[src/rtl/ftss_pkg.sv]
// Shared constants, types and rounding helpers for the flat-base triangle span generator.
// No dependencies; every other file imports this package.
`default_nettype none
package ftss_pkg;

    localparam int MAX_ROWS        = 64;
    localparam int COORD_FRAC_BITS = 8;

    localparam int CW    = 24;                      // vertex coordinate width
    localparam int XW    = 12;                      // pixel column width
    localparam int YW    = 6;                       // clip_max_y width
    localparam int ROW_W = 6;                       // pixel row width
    localparam int CLR_W = 8;

    localparam logic [ROW_W-1:0] ROW_LIM = ROW_W'(MAX_ROWS - 1);

    // coordinates scaled to 2^-16 units
    localparam int SCL_SH = 16 - COORD_FRAC_BITS;
    localparam int TS_W   = CW + SCL_SH;
    localparam int V_W    = TS_W + 1;
    localparam int CT_W   = V_W - 16;               // width of a rounded coordinate

    localparam int D_W   = 25;                      // |dy|
    localparam int DX_W  = 25;                      // dx, signed
    localparam int MA_W  = TS_W + 1;
    localparam int MB_W  = 26;
    localparam int MP_W  = MA_W + MB_W;
    localparam int NUM_W = TS_W + 28;               // intercept numerator magnitude
    localparam int QW    = NUM_W + 1;               // signed quotient
    localparam int DEN_W = D_W + 16;
    localparam int CNT_W = $clog2(NUM_W + 1);

    localparam int CFG_IDX_W = 1;
    localparam int CFG_W     = 12;
    localparam logic [CFG_IDX_W-1:0] REG_CLIP_X = 1'b0;
    localparam logic [CFG_IDX_W-1:0] REG_CLIP_Y = 1'b1;

    typedef struct packed {
        logic load;
        logic sort;
        logic range;
        logic mul0;
        logic mul1;
        logic mul2;
        logic sum;
        logic div_start;
        logic fix;
        logic emit_row;
        logic emit_none;
    } t_cmd;

    typedef struct packed {
        logic empty;
        logic div_busy;
        logic out_free;
        logic row_last;
    } t_stat;

    typedef struct packed {
        logic signed [QW-1:0] q;
        logic [DEN_W-1:0]     r;
    } t_qr;

    // ceil(v - 2^-16)
    function automatic logic signed [CT_W-1:0] ceil_tol(input logic signed [CW-1:0] v);
        logic signed [V_W-1:0] s;
        s = (V_W'(v) <<< SCL_SH) + V_W'(65534);
        return s[V_W-1:16];
    endfunction

    // floor(v + 2^-16)
    function automatic logic signed [CT_W-1:0] floor_tol(input logic signed [CW-1:0] v);
        logic signed [V_W-1:0] s;
        s = (V_W'(v) <<< SCL_SH) + V_W'(1);
        return s[V_W-1:16];
    endfunction

endpackage
`default_nettype wire

[src/rtl/ftss_ctrl.sv]
// Controller state machine: sequences set-up, division and one span per row, or a single empty item.
// Depends on ftss_pkg.
`default_nettype none
module ftss_ctrl import ftss_pkg::*; (
    input  wire logic   i_clk,
    input  wire logic   i_rst_n,
    input  wire logic   i_in_valid,
    output logic        o_in_ready,
    input  wire t_stat  i_stat,
    output t_cmd        o_cmd
);
    typedef enum logic [11:0] {
        S_IDLE   = 12'b0000_0000_0001,
        S_SORT   = 12'b0000_0000_0010,
        S_RANGE  = 12'b0000_0000_0100,
        S_MUL0   = 12'b0000_0000_1000,
        S_MUL1   = 12'b0000_0001_0000,
        S_MUL2   = 12'b0000_0010_0000,
        S_SUM    = 12'b0000_0100_0000,
        S_DSTART = 12'b0000_1000_0000,
        S_DWAIT  = 12'b0001_0000_0000,
        S_FIX    = 12'b0010_0000_0000,
        S_ROWS   = 12'b0100_0000_0000,
        S_NONE   = 12'b1000_0000_0000
    } t_state;

    t_state r_state, n_state;

    always_ff @(posedge i_clk) begin
        if (!i_rst_n) begin
            r_state <= S_IDLE;
        end else begin
            r_state <= n_state;
        end
    end

    always_comb begin
        n_state    = r_state;
        o_cmd      = '0;
        o_in_ready = 1'b0;
        case (r_state)
            S_IDLE: begin
                o_in_ready = 1'b1;
                if (i_in_valid) begin
                    o_cmd.load = 1'b1;
                    n_state    = S_SORT;
                end
            end
            S_SORT: begin
                o_cmd.sort = 1'b1;
                n_state    = S_RANGE;
            end
            S_RANGE: begin
                o_cmd.range = 1'b1;
                n_state     = S_MUL0;
            end
            S_MUL0: begin
                // empty flag is valid from here on
                if (i_stat.empty) begin
                    n_state = S_NONE;
                end else begin
                    o_cmd.mul0 = 1'b1;
                    n_state    = S_MUL1;
                end
            end
            S_MUL1: begin
                o_cmd.mul1 = 1'b1;
                n_state    = S_MUL2;
            end
            S_MUL2: begin
                o_cmd.mul2 = 1'b1;
                n_state    = S_SUM;
            end
            S_SUM: begin
                o_cmd.sum = 1'b1;
                n_state   = S_DSTART;
            end
            S_DSTART: begin
                o_cmd.div_start = 1'b1;
                n_state         = S_DWAIT;
            end
            S_DWAIT: begin
                if (!i_stat.div_busy) begin
                    n_state = S_FIX;
                end
            end
            S_FIX: begin
                o_cmd.fix = 1'b1;
                n_state   = S_ROWS;
            end
            S_ROWS: begin
                if (i_stat.out_free) begin
                    o_cmd.emit_row = 1'b1;
                    if (i_stat.row_last) begin
                        n_state = S_IDLE;
                    end
                end
            end
            S_NONE: begin
                if (i_stat.out_free) begin
                    o_cmd.emit_none = 1'b1;
                    n_state         = S_IDLE;
                end
            end
            default: n_state = S_IDLE;
        endcase
    end
endmodule
`default_nettype wire

[config.mk]
export PLATFORM = sky130hd
export DESIGN_NAME = ftss_ctrl
export DESIGN_NICKNAME = d
export VERILOG_FILES = /design/src/rtl/ftss_pkg.sv /design/src/rtl/ftss_ctrl.sv
export SDC_FILE = /design/constraint.sdc
export NUM_CORES = 1
export LEC_CHECK = 0
export ABC_AREA = 1
export BUFFER_PORTS_ARGS = -buffer_cell sky130_fd_sc_hd__buf_2
export CAP_MARGIN = 20
export CORE_MARGIN = 8
export CORE_UTILIZATION = 44
export DETAILED_ROUTE_END_ITERATION = 7
export HOLD_SLACK_MARGIN = 0.08
export PLACE_DENSITY = 0.77
export SLEW_MARGIN = 25
export SYNTH_ARGS = -nofsm -noshare
export SYNTH_HDL_FRONTEND = slang
export SYNTH_SLANG_ARGS = --single-unit
[constraint.sdc]
create_clock -name i_clk -period 2.9 [get_ports i_clk]
set_clock_uncertainty 0.2 [all_clocks]
set_input_delay 0.435 -clock i_clk [delete_from_list [all_inputs] [get_ports i_clk]]
set_output_delay 0.435 -clock i_clk [all_outputs]
set_load 0.005 [all_outputs]
==> flow_summary_export.csv <==
group,metric,value,unit
outcome,status,"finished, final reports clean",
global_routing,grt_pass1_wl,3.20,mm
worst_hold_path,hp-class,"in2reg",
logic_synthesis,synth_top_area_share,29.4,%
clock_tree,cts-hold-fix-buffers,0,
die,die_h,59.1,um
clock_tree,cts_root_buf,"clkbuf_4",
worst_setup_path,r2r_cells,8,
sta,period_minus_slack,2.02,ns
worst_setup_path,cp_slowest_cell,"dfxtp_1",
clock_tree,numCtsBuffers,3,
clock_tree,cts-htree-levels,1,
die,die-area,3490,um^2
sta,slew_headroom,76.1,%
place,placed_cells,168,
logic_synthesis,synthTopCellsByArea,"dfxtp_1 (29%), inv_1 (13%), nand2_1 (11%)",
worst_setup_path,cp-end-kind,"output pin",
place,portBuffers,18,
worst_setup_path,worst_setup_path_start_kind,"register",
route,wl_per_cell,10.2,um
layout,largest_reg_flops,12,
pwr,clkPwrFrac,17.3,%
layout,stdcell_count,171,
logic_synthesis,async_reset_ff_share,0,%
route,first_pass_iters,4,
global_routing,grt_overflow,0,
layout,top_regs,"r_state (12)",
sta,setup_viol,0,
clock_tree,cts_resized,0,
place,gp_congestion,0.836,
sta,final.setup.tns,0,ns
layout,utilization,54.8,%
pwr,p_int,335,uW
place,placed_cell_area,933,um^2
clock_tree,cts_tree,"built",
pwr,pwr-share-seq,34.7,%
global_routing,grt_pass1_vias,767,
worst_setup_path,setup.worst_path.class,"reg2out",
sta,drv_slew,0,
flow_run,maxCapViolations,0,
die,core-area,1750,um^2
logic_synthesis,ys_seq_area_share,29.4,%
pwr,p_comb_share,47.9,%
pwr,power_switching,246,uW
logic_synthesis,ys_warn_count,0,
layout,syn_to_final_growth,17.0,%
logic_synthesis,syn_area_per_cell,6.48,um^2
logic_synthesis,yosysUniqueCellTypes,21,
global_routing,track_usage,11.5,%
sta,tightest_slew,0.355,ns
die,initial_core_util,46.8,%
clock_tree,path_clk_slew,0.07,ns
logic_synthesis,synthFlopType,"dfxtp_1",
pwr,vdd_drop_max,0.482,mV
clock_tree,clock_latency,0.27,ns
pwr,p_per_area,608,nW/um^2
worst_setup_path,crit_fanout,4,
global_routing,antenna_found_initial,0,
sta,max_freq,494,MHz
logic_synthesis,syn_inst,126,
route,drt-total-wl,1.75,mm
logic_synthesis,yosys.area.top_type,"dfxtp_1",
worst_setup_path,required,2.27,ns
clock_tree,postCtsSetupBuffers,0,
logic_synthesis,synth.top_cells.by_count,"inv_1 (29), nand2_1 (25), nor2_1 (17)",
sta,setup_ws,0.876,ns
layout,drive_gt1_share,27.4,%
place,detailed_place_hpwl,1.49,mm
logic_synthesis,syn_area,817,um^2
clock_tree,clock-sinks,12,
logic_synthesis,syn-num-nets,133,
worst_setup_path,worstPathCellList,"nor2_2, nand2_4, nor2_1, nand2_1, inv_1, buf_2",
sta,hold_viol,0,
die,placement_rows,15,
route,drtAntennaViolNets,0,
logic_synthesis,synth_most_common_cell,"inv_1",
pwr,p_sw_share,42.3,%
logic_synthesis,synth_edf_count,0,
route,drt_iter0_markers,16,
clock_tree,cts_buffer_depth,2,
route,vias,789,
layout,stdcell_area,956,um^2
logic_synthesis,synth_seq_cells,12,
sta,hold_slack,0.168,ns
worst_setup_path,critPathMaxStageDelay,0.35,ns
layout,diodes,0,
place,pre_cts_ws,1.18,ns
pwr,report.power.total,581,uW
layout,top_register,"r_state",
worst_hold_path,hold_path_depth,2,
sta,post-route-period-util,69.8,%
die,pin_count,19,
global_routing,grt_max_degree,10,
worst_setup_path,crit_arrival,1.39,ns
sta,rsz0062_at_grt,"no",
die,die_w,59.1,um
pwr,p_leak,0.570,nW
layout,final_nets,155,
route,drc,0,
route,via_per_inst,4.61,
[logic make-up after synthesis]
logic type | share of synthesized area (%)
AND/OR/NAND/NOR | 52.4
AO/OA/AOI/OAI | 3.83
buffers and inverters | 14.4
flip-flops | 29.4
[area by class of cell]
class	instances	area (um^2)
fill	182	790
multi-input combinational	83	459
sequential	12	240
inverter	30	113
timing repair buffer	18	90.1
tap	25	31.3
clock buffer	3	22.5
[power groups by stage]
stage | clock network (mW) | logic (mW) | registers, mW
finish | 0.101 | 0.279 | 0.202
CTS | 0.101 | 0.281 | 0.202
global route | 0.115 | 0.317 | 0.206
detailed placement | 0 | 0.280 | 0.206
floorplan | 0 | 0.221 | 0.201
global placement | 0 | 0.274 | 0.204
[metal layers]
metal / up-vias / track usage, % / wire [um]
met5: - / 0 / 0
met4: 0 / 4.10 / 19
met3: 4 / 3.90 / 111
met2: 20 / 18.4 / 795
met1: 341 / 13.8 / 823
li1: 424 / - / -
[cell usage in the layout (no fill, tap or decap)]
cell type,instances
inv_1,29
nand2_1,25
buf_2,18
nor2_1,17
dfxtp_1,12
nand3_1,9
nor3_1,7
nand3_2,5
nor2_2,4
nor2_4,4
clkbuf_4,3
nand2_4,2
a21oi_1,2
nand2_2,1
nor2_8,1
nor4_1,1
inv_2,1
o21ai_2,1
o21ai_0,1
o21bai_1,1
nand4_1,1
or3b_1,1
[final timing paths]
check	start	endpoint	slack, ns
setup reg to reg	r_state[0]$_SDFFE_PN1P_	r_state[0]$_SDFFE_PN1P_	1.34
hold / removal	i_stat[3]	r_state[4]$_SDFFE_PN0P_	0.17
hold reg to reg	r_state[5]$_SDFFE_PN0P_	r_state[6]$_SDFFE_PN0P_	0.41
setup / recovery	r_state[0]$_SDFFE_PN1P_	o_cmd[6]	0.88
[worst max-delay path: cells and delay by family, from the launching register on]
kind	cells	cell delay, ns
AND/OR/NAND/NOR	4	0.56
flip-flops	1	0.35
buffers and inverters	2	0.19
(Power assumes the default switching activity.)
